### config.mk
export PLATFORM = sky130hd
export DESIGN_NAME = lru_read_through_cache_core_flat
export DESIGN_NICKNAME = d
export VERILOG_FILES = /design/src/lrc_pkg.sv /design/src/lrc_if.sv /design/src/lrc_ctrl.sv /design/src/lrc_datapath.sv /design/src/lru_read_through_cache_core.sv /design/src/flat_wrapper.sv
export VERILOG_INCLUDE_DIRS = /design/src /design/src/src
export SDC_FILE = /design/constraint.sdc
export NUM_CORES = 2
export LEC_CHECK = 0
export ABC_AREA = 1
export BUFFER_PORTS_ARGS = -buffer_cell sky130_fd_sc_hd__buf_2
export CELL_PAD_IN_SITES_DETAIL_PLACEMENT = 0
export CELL_PAD_IN_SITES_GLOBAL_PLACEMENT = 1
export CORE_MARGIN = 2
export CORE_UTILIZATION = 30
export DETAILED_ROUTE_END_ITERATION = 7
export PLACE_DENSITY = 0.54
export REMOVE_ABC_BUFFERS = 1
export SKIP_CTS_REPAIR_TIMING = 1
export SLEW_MARGIN = 20
export SYNTH_ARGS = -nofsm -noshare
export SYNTH_HDL_FRONTEND = slang
export SYNTH_SLANG_ARGS = --single-unit
### constraint.sdc
create_clock -name i_clk -period 20.4 [get_ports i_clk]
set_input_delay 4.08 -clock i_clk [delete_from_list [all_inputs] [get_ports i_clk]]
set_output_delay 4.08 -clock i_clk [all_outputs]
set_load 0.01 [all_outputs]
### src/lru_read_through_cache_core_assert.svh
// Assertion macros for the LRU cache core.
`ifndef LRU_READ_THROUGH_CACHE_CORE_ASSERT_SVH
`define LRU_READ_THROUGH_CACHE_CORE_ASSERT_SVH

`ifndef SYNTHESIS

// Property checked on the rising clock edge, off while reset is asserted.
`define LRC_ASSERT(label, clk, rst_n, prop, msg) \
    label: assert property (@(posedge clk) disable iff (!rst_n) prop) else $error(msg);

// Property checked on the rising clock edge, also during reset.
`define LRC_ASSERT_ALWAYS(label, clk, prop, msg) \
    label: assert property (@(posedge clk) prop) else $error(msg);

`else

`define LRC_ASSERT(label, clk, rst_n, prop, msg)
`define LRC_ASSERT_ALWAYS(label, clk, prop, msg)

`endif

`endif

### src/lrc_pkg.sv
package lrc_pkg;

    localparam int ENTRIES_DEF     = 16;
    localparam int KEY_WIDTH_DEF   = 32;
    localparam int VALUE_WIDTH_DEF = 64;

    // capacity register
    localparam int             CAP_W     = 5;
    localparam logic [CAP_W-1:0] CAP_RESET = 5'd16;

    // request command codes
    localparam logic CMD_LOOKUP = 1'b0;
    localparam logic CMD_FILL   = 1'b1;

    typedef enum logic [1:0] {
        ST_IDLE,
        ST_MATCH,
        ST_UPDATE,
        ST_RESULT
    } t_state;

    typedef struct packed {
        logic latch_req;
        logic do_match;
        logic do_update;
        logic load_out;
    } t_dp_cmd;

    typedef struct packed {
        logic out_free;
    } t_dp_status;

endpackage

### src/lrc_if.sv
interface lrc_req_if #(
    parameter int KEY_WIDTH   = lrc_pkg::KEY_WIDTH_DEF,
    parameter int VALUE_WIDTH = lrc_pkg::VALUE_WIDTH_DEF
);
    logic                   valid;
    logic                   ready;
    logic                   command;
    logic [KEY_WIDTH-1:0]   key;
    logic [VALUE_WIDTH-1:0] fill_value;

    modport source (output valid, command, key, fill_value, input ready);
    modport sink   (input valid, command, key, fill_value, output ready);
endinterface

interface lrc_rsp_if #(
    parameter int KEY_WIDTH   = lrc_pkg::KEY_WIDTH_DEF,
    parameter int VALUE_WIDTH = lrc_pkg::VALUE_WIDTH_DEF
);
    logic                   valid;
    logic                   ready;
    logic                   hit;
    logic [VALUE_WIDTH-1:0] value;
    logic                   evicted;
    logic [KEY_WIDTH-1:0]   evicted_key;

    modport source (output valid, hit, value, evicted, evicted_key, input ready);
    modport sink   (input valid, hit, value, evicted, evicted_key, output ready);
endinterface

### src/lrc_ctrl.sv
`include "lru_read_through_cache_core_assert.svh"

module lrc_ctrl (
    input  logic                i_clk,
    input  logic                i_rst_n,
    input  logic                i_req_valid,
    output logic                o_req_ready,
    input  lrc_pkg::t_dp_status i_status,
    output lrc_pkg::t_dp_cmd    o_cmd
);

    lrc_pkg::t_state r_state;
    lrc_pkg::t_state n_state;

    always_ff @(posedge i_clk) begin
        if (!i_rst_n) begin
            r_state <= lrc_pkg::ST_IDLE;
        end else begin
            r_state <= n_state;
        end
    end

    always_comb begin
        n_state = r_state;
        case (r_state)
            lrc_pkg::ST_IDLE: begin
                if (i_req_valid) begin
                    n_state = lrc_pkg::ST_MATCH;
                end
            end
            lrc_pkg::ST_MATCH: begin
                n_state = lrc_pkg::ST_UPDATE;
            end
            lrc_pkg::ST_UPDATE: begin
                n_state = lrc_pkg::ST_RESULT;
            end
            lrc_pkg::ST_RESULT: begin
                // hold until the output register can take the word
                if (i_status.out_free) begin
                    n_state = lrc_pkg::ST_IDLE;
                end
            end
            default: begin
                n_state = lrc_pkg::ST_IDLE;
            end
        endcase
    end

    always_comb begin
        o_req_ready = 1'b0;
        o_cmd       = '0;
        case (r_state)
            lrc_pkg::ST_IDLE: begin
                o_req_ready     = 1'b1;
                o_cmd.latch_req = i_req_valid;
            end
            lrc_pkg::ST_MATCH: begin
                o_cmd.do_match = 1'b1;
            end
            lrc_pkg::ST_UPDATE: begin
                o_cmd.do_update = 1'b1;
            end
            lrc_pkg::ST_RESULT: begin
                o_cmd.load_out = i_status.out_free;
            end
            default: begin
                o_req_ready = 1'b0;
            end
        endcase
    end

    `LRC_ASSERT(a_result_waits, i_clk, i_rst_n, (r_state == lrc_pkg::ST_RESULT && !i_status.out_free) |=> (r_state == lrc_pkg::ST_RESULT), "result state left while output register busy")
    `LRC_ASSERT(a_accept_starts_match, i_clk, i_rst_n, (i_req_valid && o_req_ready) |=> (r_state == lrc_pkg::ST_MATCH), "accepted word did not start a compare")

endmodule

### src/lrc_datapath.sv
`include "lru_read_through_cache_core_assert.svh"

module lrc_datapath #(
    parameter int ENTRIES     = lrc_pkg::ENTRIES_DEF,
    parameter int KEY_WIDTH   = lrc_pkg::KEY_WIDTH_DEF,
    parameter int VALUE_WIDTH = lrc_pkg::VALUE_WIDTH_DEF
) (
    input  logic                       i_clk,
    input  logic                       i_rst_n,
    input  lrc_pkg::t_dp_cmd           i_cmd,
    output lrc_pkg::t_dp_status        o_status,
    input  logic                       i_cfg_we,
    input  logic [lrc_pkg::CAP_W-1:0]  i_cfg_wdata,
    input  logic                       i_req_command,
    input  logic [KEY_WIDTH-1:0]       i_req_key,
    input  logic [VALUE_WIDTH-1:0]     i_req_fill_value,
    output logic                       o_rsp_valid,
    input  logic                       i_rsp_ready,
    output logic                       o_rsp_hit,
    output logic [VALUE_WIDTH-1:0]     o_rsp_value,
    output logic                       o_rsp_evicted,
    output logic [KEY_WIDTH-1:0]       o_rsp_evicted_key
);

    localparam int IW = $clog2(ENTRIES);
    localparam int CW = $clog2(ENTRIES + 1);
    localparam int EW = (CW > lrc_pkg::CAP_W) ? CW : lrc_pkg::CAP_W;

    // configuration
    logic [lrc_pkg::CAP_W-1:0] r_capacity;

    // entry cells
    logic [ENTRIES-1:0]   r_valid;
    logic [KEY_WIDTH-1:0] r_key [ENTRIES];
    logic [IW-1:0]        r_rank [ENTRIES];
    logic [CW-1:0]        r_count;

    // value store
    logic [VALUE_WIDTH-1:0] mem [ENTRIES];
    logic [VALUE_WIDTH-1:0] r_rd_data;

    // latched request
    logic                   r_cmd;
    logic [KEY_WIDTH-1:0]   r_req_key;
    logic [VALUE_WIDTH-1:0] r_fill;

    // compare results
    logic [ENTRIES-1:0] r_match;
    logic               r_hit;
    logic [IW-1:0]      r_hit_idx;
    logic [IW-1:0]      r_hit_rank;

    // pending result
    logic                 r_res_hit;
    logic                 r_res_evicted;
    logic [KEY_WIDTH-1:0] r_res_evkey;

    // output register
    logic                   r_out_valid;
    logic                   r_out_hit;
    logic [VALUE_WIDTH-1:0] r_out_value;
    logic                   r_out_evicted;
    logic [KEY_WIDTH-1:0]   r_out_evkey;

    // combinational
    logic [ENTRIES-1:0]   c_match;
    logic [IW-1:0]        c_hit_idx;
    logic [IW-1:0]        c_hit_rank;
    logic [EW-1:0]        c_cap_ext;
    logic [CW-1:0]        c_cap;
    logic [CW-1:0]        c_cap_m1;
    logic [CW-1:0]        c_cnt_m1;
    logic                 c_full;
    logic                 c_insert;
    logic [ENTRIES-1:0]   c_drop;
    logic [ENTRIES-1:0]   c_keep;
    logic [IW-1:0]        c_slot;
    logic [KEY_WIDTH-1:0] c_evkey;
    logic [IW-1:0]        c_wr_addr;

    always_ff @(posedge i_clk) begin
        if (!i_rst_n) begin
            r_capacity <= lrc_pkg::CAP_RESET;
        end else if (i_cfg_we) begin
            r_capacity <= i_cfg_wdata;
        end
    end

    always_ff @(posedge i_clk) begin
        if (i_cmd.latch_req) begin
            r_cmd     <= i_req_command;
            r_req_key <= i_req_key;
            r_fill    <= i_req_fill_value;
        end
    end

    // key compare against every cell
    always_comb begin
        c_hit_idx  = '0;
        c_hit_rank = '0;
        for (int i = 0; i < ENTRIES; i++) begin
            c_match[i] = r_valid[i] && (r_key[i] == r_req_key);
            if (c_match[i]) begin
                c_hit_idx  = c_hit_idx | IW'(i);
                c_hit_rank = c_hit_rank | r_rank[i];
            end
        end
    end

    always_ff @(posedge i_clk) begin
        if (i_cmd.do_match) begin
            r_match    <= c_match;
            r_hit      <= |c_match;
            r_hit_idx  <= c_hit_idx;
            r_hit_rank <= c_hit_rank;
        end
    end

    // effective capacity: zero reads as one, clipped to the entry count
    always_comb begin
        c_cap_ext = EW'(r_capacity);
        if (c_cap_ext == '0) begin
            c_cap = CW'(1);
        end else if (c_cap_ext > EW'(ENTRIES)) begin
            c_cap = CW'(ENTRIES);
        end else begin
            c_cap = CW'(c_cap_ext);
        end
        c_cap_m1 = c_cap - CW'(1);
        c_cnt_m1 = r_count - CW'(1);
        c_full   = (r_count >= c_cap);
        c_insert = (r_cmd == lrc_pkg::CMD_FILL) && !r_hit;
    end

    // eviction drops every rank at or past capacity-1; the oldest is reported
    always_comb begin
        c_evkey = '0;
        for (int i = 0; i < ENTRIES; i++) begin
            c_drop[i] = c_full && r_valid[i] && (CW'(r_rank[i]) >= c_cap_m1);
            if (r_valid[i] && (CW'(r_rank[i]) == c_cnt_m1)) begin
                c_evkey = c_evkey | r_key[i];
            end
        end
        c_keep = r_valid & ~c_drop;
    end

    // lowest free cell after the drop
    always_comb begin
        c_slot = '0;
        for (int i = ENTRIES - 1; i >= 0; i--) begin
            if (!c_keep[i]) begin
                c_slot = IW'(i);
            end
        end
        c_wr_addr = r_hit ? r_hit_idx : c_slot;
    end

    always_ff @(posedge i_clk) begin
        if (!i_rst_n) begin
            r_valid <= '0;
            r_count <= '0;
            for (int i = 0; i < ENTRIES; i++) begin
                r_rank[i] <= '0;
            end
        end else if (i_cmd.do_update) begin
            if (r_hit) begin
                for (int i = 0; i < ENTRIES; i++) begin
                    if (r_match[i]) begin
                        r_rank[i] <= '0;
                    end else if (r_valid[i] && (r_rank[i] < r_hit_rank)) begin
                        r_rank[i] <= r_rank[i] + IW'(1);
                    end
                end
            end else if (c_insert) begin
                for (int i = 0; i < ENTRIES; i++) begin
                    if (c_slot == IW'(i)) begin
                        r_valid[i] <= 1'b1;
                        r_rank[i]  <= '0;
                    end else begin
                        r_valid[i] <= c_keep[i];
                        if (c_keep[i]) begin
                            r_rank[i] <= r_rank[i] + IW'(1);
                        end
                    end
                end
                r_count <= c_full ? c_cap : r_count + CW'(1);
            end
        end
    end

    always_ff @(posedge i_clk) begin
        if (i_cmd.do_update && c_insert) begin
            for (int i = 0; i < ENTRIES; i++) begin
                if (c_slot == IW'(i)) begin
                    r_key[i] <= r_req_key;
                end
            end
        end
    end

    always_ff @(posedge i_clk) begin
        if (i_cmd.do_update) begin
            if (r_cmd == lrc_pkg::CMD_FILL) begin
                mem[c_wr_addr] <= r_fill;
            end
            r_rd_data <= mem[r_hit_idx];
        end
    end

    always_ff @(posedge i_clk) begin
        if (i_cmd.do_update) begin
            r_res_hit     <= r_hit && (r_cmd == lrc_pkg::CMD_LOOKUP);
            r_res_evicted <= c_insert && c_full;
            r_res_evkey   <= (c_insert && c_full) ? c_evkey : '0;
        end
    end

    always_ff @(posedge i_clk) begin
        if (!i_rst_n) begin
            r_out_valid <= 1'b0;
        end else if (i_cmd.load_out) begin
            r_out_valid <= 1'b1;
        end else if (i_rsp_ready) begin
            r_out_valid <= 1'b0;
        end
    end

    always_ff @(posedge i_clk) begin
        if (i_cmd.load_out) begin
            r_out_hit     <= r_res_hit;
            r_out_value   <= r_res_hit ? r_rd_data : '0;
            r_out_evicted <= r_res_evicted;
            r_out_evkey   <= r_res_evkey;
        end
    end

    assign o_status.out_free = !r_out_valid || i_rsp_ready;

    assign o_rsp_valid       = r_out_valid;
    assign o_rsp_hit         = r_out_hit;
    assign o_rsp_value       = r_out_value;
    assign o_rsp_evicted     = r_out_evicted;
    assign o_rsp_evicted_key = r_out_evkey;

    `LRC_ASSERT(a_count_tracks_valid, i_clk, i_rst_n, $countones(r_valid) == int'(r_count), "fill count differs from number of valid cells")
    `LRC_ASSERT(a_count_range, i_clk, i_rst_n, r_count <= CW'(ENTRIES), "fill count above entry count")
    `LRC_ASSERT(a_single_match, i_clk, i_rst_n, i_cmd.do_match |-> $onehot0(c_match), "key present in more than one cell")
    `LRC_ASSERT(a_hit_not_evict, i_clk, i_rst_n, i_cmd.load_out |-> !(r_res_hit && r_res_evicted), "result marks both hit and eviction")

endmodule

### src/lru_read_through_cache_core.sv
// Fully associative key/value cache with least-recently-used replacement.
// A lookup word returns hit and the stored value and makes the entry most
// recent; a miss returns all zeros. A fill word stores the value; for a key
// not present it first evicts the least recent entry when the cache holds
// capacity entries and reports that key. Capacity (i_cfg_wdata, written by
// i_cfg_we while idle; the user must keep to that, the block does not enforce
// it) is clipped to 1..ENTRIES and resets to 16. Each word goes from accept
// through compare, age/value update with the registered value-store read and
// output load, in the controller sequence; one word is in flight at a time,
// so a new word is accepted only once the previous result has loaded. The
// next word is accepted while the previous result waits in the output
// register; a result that cannot load holds the controller until the output
// register frees. Valid bits clear at reset, with no clearing pass.
module lru_read_through_cache_core #(
    parameter int ENTRIES     = lrc_pkg::ENTRIES_DEF,
    parameter int KEY_WIDTH   = lrc_pkg::KEY_WIDTH_DEF,
    parameter int VALUE_WIDTH = lrc_pkg::VALUE_WIDTH_DEF
) (
    input  logic                      i_clk,
    input  logic                      i_rst_n,
    input  logic                      i_cfg_we,
    input  logic [lrc_pkg::CAP_W-1:0] i_cfg_wdata,
    lrc_req_if.sink                   i_req,
    lrc_rsp_if.source                 o_rsp
);

    lrc_pkg::t_dp_cmd    cmd;
    lrc_pkg::t_dp_status status;

    lrc_ctrl u_ctrl (
        .i_clk       (i_clk),
        .i_rst_n     (i_rst_n),
        .i_req_valid (i_req.valid),
        .o_req_ready (i_req.ready),
        .i_status    (status),
        .o_cmd       (cmd)
    );

    lrc_datapath #(
        .ENTRIES     (ENTRIES),
        .KEY_WIDTH   (KEY_WIDTH),
        .VALUE_WIDTH (VALUE_WIDTH)
    ) u_datapath (
        .i_clk             (i_clk),
        .i_rst_n           (i_rst_n),
        .i_cmd             (cmd),
        .o_status          (status),
        .i_cfg_we          (i_cfg_we),
        .i_cfg_wdata       (i_cfg_wdata),
        .i_req_command     (i_req.command),
        .i_req_key         (i_req.key),
        .i_req_fill_value  (i_req.fill_value),
        .o_rsp_valid       (o_rsp.valid),
        .i_rsp_ready       (o_rsp.ready),
        .o_rsp_hit         (o_rsp.hit),
        .o_rsp_value       (o_rsp.value),
        .o_rsp_evicted     (o_rsp.evicted),
        .o_rsp_evicted_key (o_rsp.evicted_key)
    );

endmodule
### src/flat_wrapper.sv
// flat-port wrapper written by rule: the top's interface ports become plain ports
module lru_read_through_cache_core_flat 
#(
    parameter int ENTRIES     = lrc_pkg::ENTRIES_DEF,
    parameter int KEY_WIDTH   = lrc_pkg::KEY_WIDTH_DEF,
    parameter int VALUE_WIDTH = lrc_pkg::VALUE_WIDTH_DEF
)
  (i_clk, i_rst_n, i_cfg_we, i_cfg_wdata, i_req_valid, i_req_command, i_req_key, i_req_fill_value, i_req_ready, o_rsp_valid, o_rsp_hit, o_rsp_value, o_rsp_evicted, o_rsp_evicted_key, o_rsp_ready);
  lrc_req_if #(.KEY_WIDTH(KEY_WIDTH), .VALUE_WIDTH(VALUE_WIDTH)) i_req_i ();
  lrc_rsp_if #(.KEY_WIDTH(KEY_WIDTH), .VALUE_WIDTH(VALUE_WIDTH)) o_rsp_i ();
  input  logic i_clk;
  input  logic i_rst_n;
  input  logic i_cfg_we;
  input  logic [lrc_pkg::CAP_W-1:0] i_cfg_wdata;
  input wire logic [$bits(i_req_i.valid)-1:0] i_req_valid;
  input wire logic [$bits(i_req_i.command)-1:0] i_req_command;
  input wire logic [$bits(i_req_i.key)-1:0] i_req_key;
  input wire logic [$bits(i_req_i.fill_value)-1:0] i_req_fill_value;
  output wire logic [$bits(i_req_i.ready)-1:0] i_req_ready;
  output wire logic [$bits(o_rsp_i.valid)-1:0] o_rsp_valid;
  output wire logic [$bits(o_rsp_i.hit)-1:0] o_rsp_hit;
  output wire logic [$bits(o_rsp_i.value)-1:0] o_rsp_value;
  output wire logic [$bits(o_rsp_i.evicted)-1:0] o_rsp_evicted;
  output wire logic [$bits(o_rsp_i.evicted_key)-1:0] o_rsp_evicted_key;
  input wire logic [$bits(o_rsp_i.ready)-1:0] o_rsp_ready;
  assign i_req_i.valid = i_req_valid;
  assign i_req_i.command = i_req_command;
  assign i_req_i.key = i_req_key;
  assign i_req_i.fill_value = i_req_fill_value;
  assign i_req_ready = i_req_i.ready;
  assign o_rsp_valid = o_rsp_i.valid;
  assign o_rsp_hit = o_rsp_i.hit;
  assign o_rsp_value = o_rsp_i.value;
  assign o_rsp_evicted = o_rsp_i.evicted;
  assign o_rsp_evicted_key = o_rsp_i.evicted_key;
  assign o_rsp_i.ready = o_rsp_ready;
  lru_read_through_cache_core #(.ENTRIES(ENTRIES), .KEY_WIDTH(KEY_WIDTH), .VALUE_WIDTH(VALUE_WIDTH)) u_core (.i_clk(i_clk), .i_rst_n(i_rst_n), .i_cfg_we(i_cfg_we), .i_cfg_wdata(i_cfg_wdata), .i_req(i_req_i), .o_rsp(o_rsp_i));
endmodule
==> reports/qor.json <==
{
  "sta": {
    "timing.clock.skew_ps": 68.9,
    "final_period_minus_worst_setup_slack_ps": 6590,
    "unrepaired_setup_endpoints_after_global_routing": "false",
    "final_min_period_over_clock_period_pct": 32.3,
    "final_hold_viols": 0,
    "fin_tns_setup_ps": 0,
    "minimum_hold_slack_ps": 418,
    "setup_viol_count_final": 0,
    "timing_max_transition_violations_final": 0,
    "worst-slew-pin-transition_ps": 1330,
    "fmaxAchievable_mhz": 152,
    "slew_margin_rel_pct": 11.5
  },
  "clocking": {
    "cts.path.max_buffers": 4,
    "clk_pin_slew_worst_paths_ps": 60,
    "cts_tree": "done",
    "cts_buffers": 218,
    "cts_sinks": 1947,
    "cts-htree-levels": 4,
    "root_buffer": "clkbuf_16",
    "clk-insertion-delay-late_ps": 910
  },
  "die": {
    "die_height_um": 534,
    "pin_count": 207,
    "design.core.area_um2": 279000,
    "std_cell_rows": 194,
    "dieArea_um2": 285000,
    "chipWidth_um": 534,
    "initial_core_util_pct": 30.2
  },
  "place": {
    "port-buffer-count": 206,
    "dpl.hpwl_um": 222000,
    "gp_routability_congestion": 1.03
  },
  "grt": {
    "grt-ovfl-total": 0,
    "via_count_of_the_first_global_routing_pass": 55860,
    "track_usage_pct": 23.3,
    "number_of_antenna_violations_at_the_first_check_in_global_routing": 21,
    "grt_first_pass_wirelength_um": 467000,
    "largest_net_degree_at_the_start_of_global_routing": 167
  },
  "setup_path": {
    "timing.critical_path.fanout_max": 38,
    "cp_top_family": "simple AND/OR/NAND/NOR gates",
    "crit_slowest_cell": "ha_1",
    "sort_of_element_at_the_start_of_the_critical_path": "flop",
    "r2r_end": "u_core.u_datapath.mem[7][28]",
    "critical_path_class": "flop to flop",
    "reg2reg_depth": 25,
    "worst-endpoint-required_ps": 20920,
    "critPathArrivalTime_ps": 7120,
    "critical-path-max-stage-delay_ps": 920,
    "cpMostUsedCell": "nand2_1",
    "crit_buf_inv": 4,
    "worstReg2RegStart": "u_core.u_datapath.c_cap_ext[2]",
    "reg2reg_slack_ps": 13810,
    "endpoint_kind": "flop"
  },
  "synth": {
    "synth_seq_area_share_pct": 69.0,
    "postSynthCellCount": 6570,
    "ys.warnings.count": 0,
    "postSynthAreaPerCell_um2": 12.8,
    "ys_async_sr_fraction_pct": 0,
    "synth_area_leaders": "edfxtp_1, inv_1, o21ai_0",
    "synth_top_cell_by_area": "edfxtp_1",
    "yosysUniqueCellTypes": 69,
    "yosys_register_bits": 1947,
    "synth_enable_flop_cells": 1918,
    "mappedNetlistArea_um2": 84300,
    "netlist.area_leader.share_pct": 68.4,
    "synth_top_flop_cell": "edfxtp_1"
  },
  "routing": {
    "total_via_count_in_the_routed_design": 57868,
    "dr.pass1.iters": 6,
    "wl_um": 343000,
    "drt_drc_violations_left": 0,
    "initialDrtViolationCount": 7575,
    "route.detailed.wl_per_inst_um": 31.9,
    "vias_per_cell": 5.38,
    "postRouteAntennaNets": 0
  },
  "flow_run": {
    "cap_viol_max_count": 0
  },
  "power_and_ir_drop": {
    "power-per-cell-area_nw_per_um2": 111,
    "leakage_power_nw": 34.3,
    "peakVddDrop_mv": 0.0945
  },
  "cells_and_area": {
    "layout_commonest_cell": "edfxtp_1",
    "net_count_reported_at_finish": 7073,
    "share_of_final_layout_standard_cells_stronger_than_drive_strength_1_pct": 11.5,
    "most-common-layout-cells": "edfxtp_1, inv_1, nand2_1",
    "area_delta_synth_final_pct": 15.3
  },
  "worst_hold_path": {
    "worst_hold_path.num_cells": 0,
    "worstHoldEndpoint": "u_core.u_datapath.o_rsp_evicted_key[5]",
    "holdCritStartpoint": "u_core.u_datapath.r_res_evkey[5]",
    "worstHoldPathType": "flop to flop"
  },
  "outcome": {
    "run_status": "completed"
  }
}
sequential cells by signal (all words and copies together), names as in the netlist, 2 cells and up:
register and count:
u_core.u_datapath.mem 1024, u_core.u_datapath.r_res_evkey 32, u_core.u_datapath.r_fill 64, u_core.u_datapath.r_req_key 32, u_core.u_datapath.r_match 16, u_core.u_datapath.r_rd_data 64, u_core.u_datapath.r_valid 16, u_core.u_datapath.r_hit_rank 4
u_core.u_ctrl.r_state 2, u_core.u_datapath.o_rsp_value 64, u_core.u_datapath.r_count 5, u_core.u_datapath.r_key 512, u_core.u_datapath.r_hit_idx 4, u_core.u_datapath.r_rank 64, u_core.u_datapath.o_rsp_evicted_key 32, u_core.u_datapath.c_cap_ext 5
worst register-to-register path, delay by kind of cell (launching register included):
kind                       cells  cell delay [ps]
buffers and inverters          4             1200
DFF                            1              330
adders and majority gates      2             1300
and+or+nand+nor               13             2210
AOI/OAI and AO/OA              6             1150
cell usage after synthesis, drive strengths merged (4+ instances only):
cell / n
a2111oi: 16
a211oi: 5
a21boi: 9
a21oi: 338
a221oi: 138
a22o: 15
a22oi: 17
a31oi: 8
a32o: 8
a41oi: 23
buf: 81
clkbuf: 255
clkinv: 11
dfxtp: 29
edfxtp: 1918
ha: 124
inv: 776
mux2i: 256
nand2: 667
nand3: 133
nand4: 63
nor2: 208
nor3: 41
nor4: 108
o2111ai: 20
o211ai: 265
o21a: 7
o21ai: 553
o221ai: 6
o22ai: 237
or2: 17
or4: 4
xnor2: 77
xor2: 112
area by class of cell:
type	instances	area (um2)
Antenna cell	11	27.5
Inverter	787	2970
Timing Repair Buffer	388	2490
Multi-Input combinational cell	3500	22000
Clock buffer	266	5680
Tap cell	3724	4660
Fill cell	27354	182000
Sequential cell	1947	58200
Clock inverter	131	1070
worst max-delay path by stage:
stage / cells past startpoint / end / startpoint / slack [ps]
finish: 25 / u_core.u_datapath.mem[7][28] / u_core.u_datapath.c_cap_ext[2] / 13810
global route: 25 / u_core.u_datapath.mem[6][30] / u_core.u_datapath.c_cap_ext[2] / 13310
CTS: 27 / u_core.u_datapath.mem[1][30] / u_core.u_datapath.c_cap_ext[2] / 13730
detailed placement: 27 / u_core.u_datapath.mem[4][7] / u_core.u_datapath.c_cap_ext[2] / 13740
global placement: 27 / u_core.u_datapath.mem[8][58] / u_core.u_datapath.c_cap_ext[2] / 13530
floorplan: 4 / u_core.u_datapath.mem[11][0] / u_core.u_datapath.r_hit_idx[0] / 850
metrics by stage:
stage | utilization [%] | cell area, um2 | total power [mW] | setup WS, ps | instances
after floorplan | - | 82900 | 6.36 | 851 | 6234
after global placement | 32.3 | 90200 | 7.08 | 13530 | 10341
after detailed placement | 32.3 | 90300 | 7.08 | 13740 | 10344
after CTS | 34.7 | 97000 | 10.9 | 13730 | 10741
after global routing | 34.8 | 97100 | 11.2 | 13310 | 10747
final | 34.8 | 97100 | 10.8 | 13810 | 10754
layer usage:
layer,wire length [um],global-route usage [%],share of wire [%],vias up
met4,18800,11.0,5.5,14
met3,25100,4.06,7.3,676
li1,-,-,-,24982
met1,142000,30.7,41,29406
met2,157000,37.3,46,2790
met5,126,0,0.037,-
cells by family after synthesis:
group | Yosys count | share of synthesized area [%]
flip-flops | 1947 | 69.0
AO/OA/AOI/OAI | 1680 | 12.4
AND/OR/NAND/NOR | 1250 | 6.57
buffers and inverters | 1123 | 5.10
multiplexers | 256 | 3.04
XOR/XNOR | 189 | 1.97
adder cells (fa/ha/maj) | 125 | 1.85
report_power, final:
group | switching (mW) | internal [mW]
logic | 1.45 | 0.492
clock network | 1.70 | 2.13
registers | 0.222 | 4.82
total | 3.37 | 7.45
Note: power is estimated with default switching activity, not from simulation.
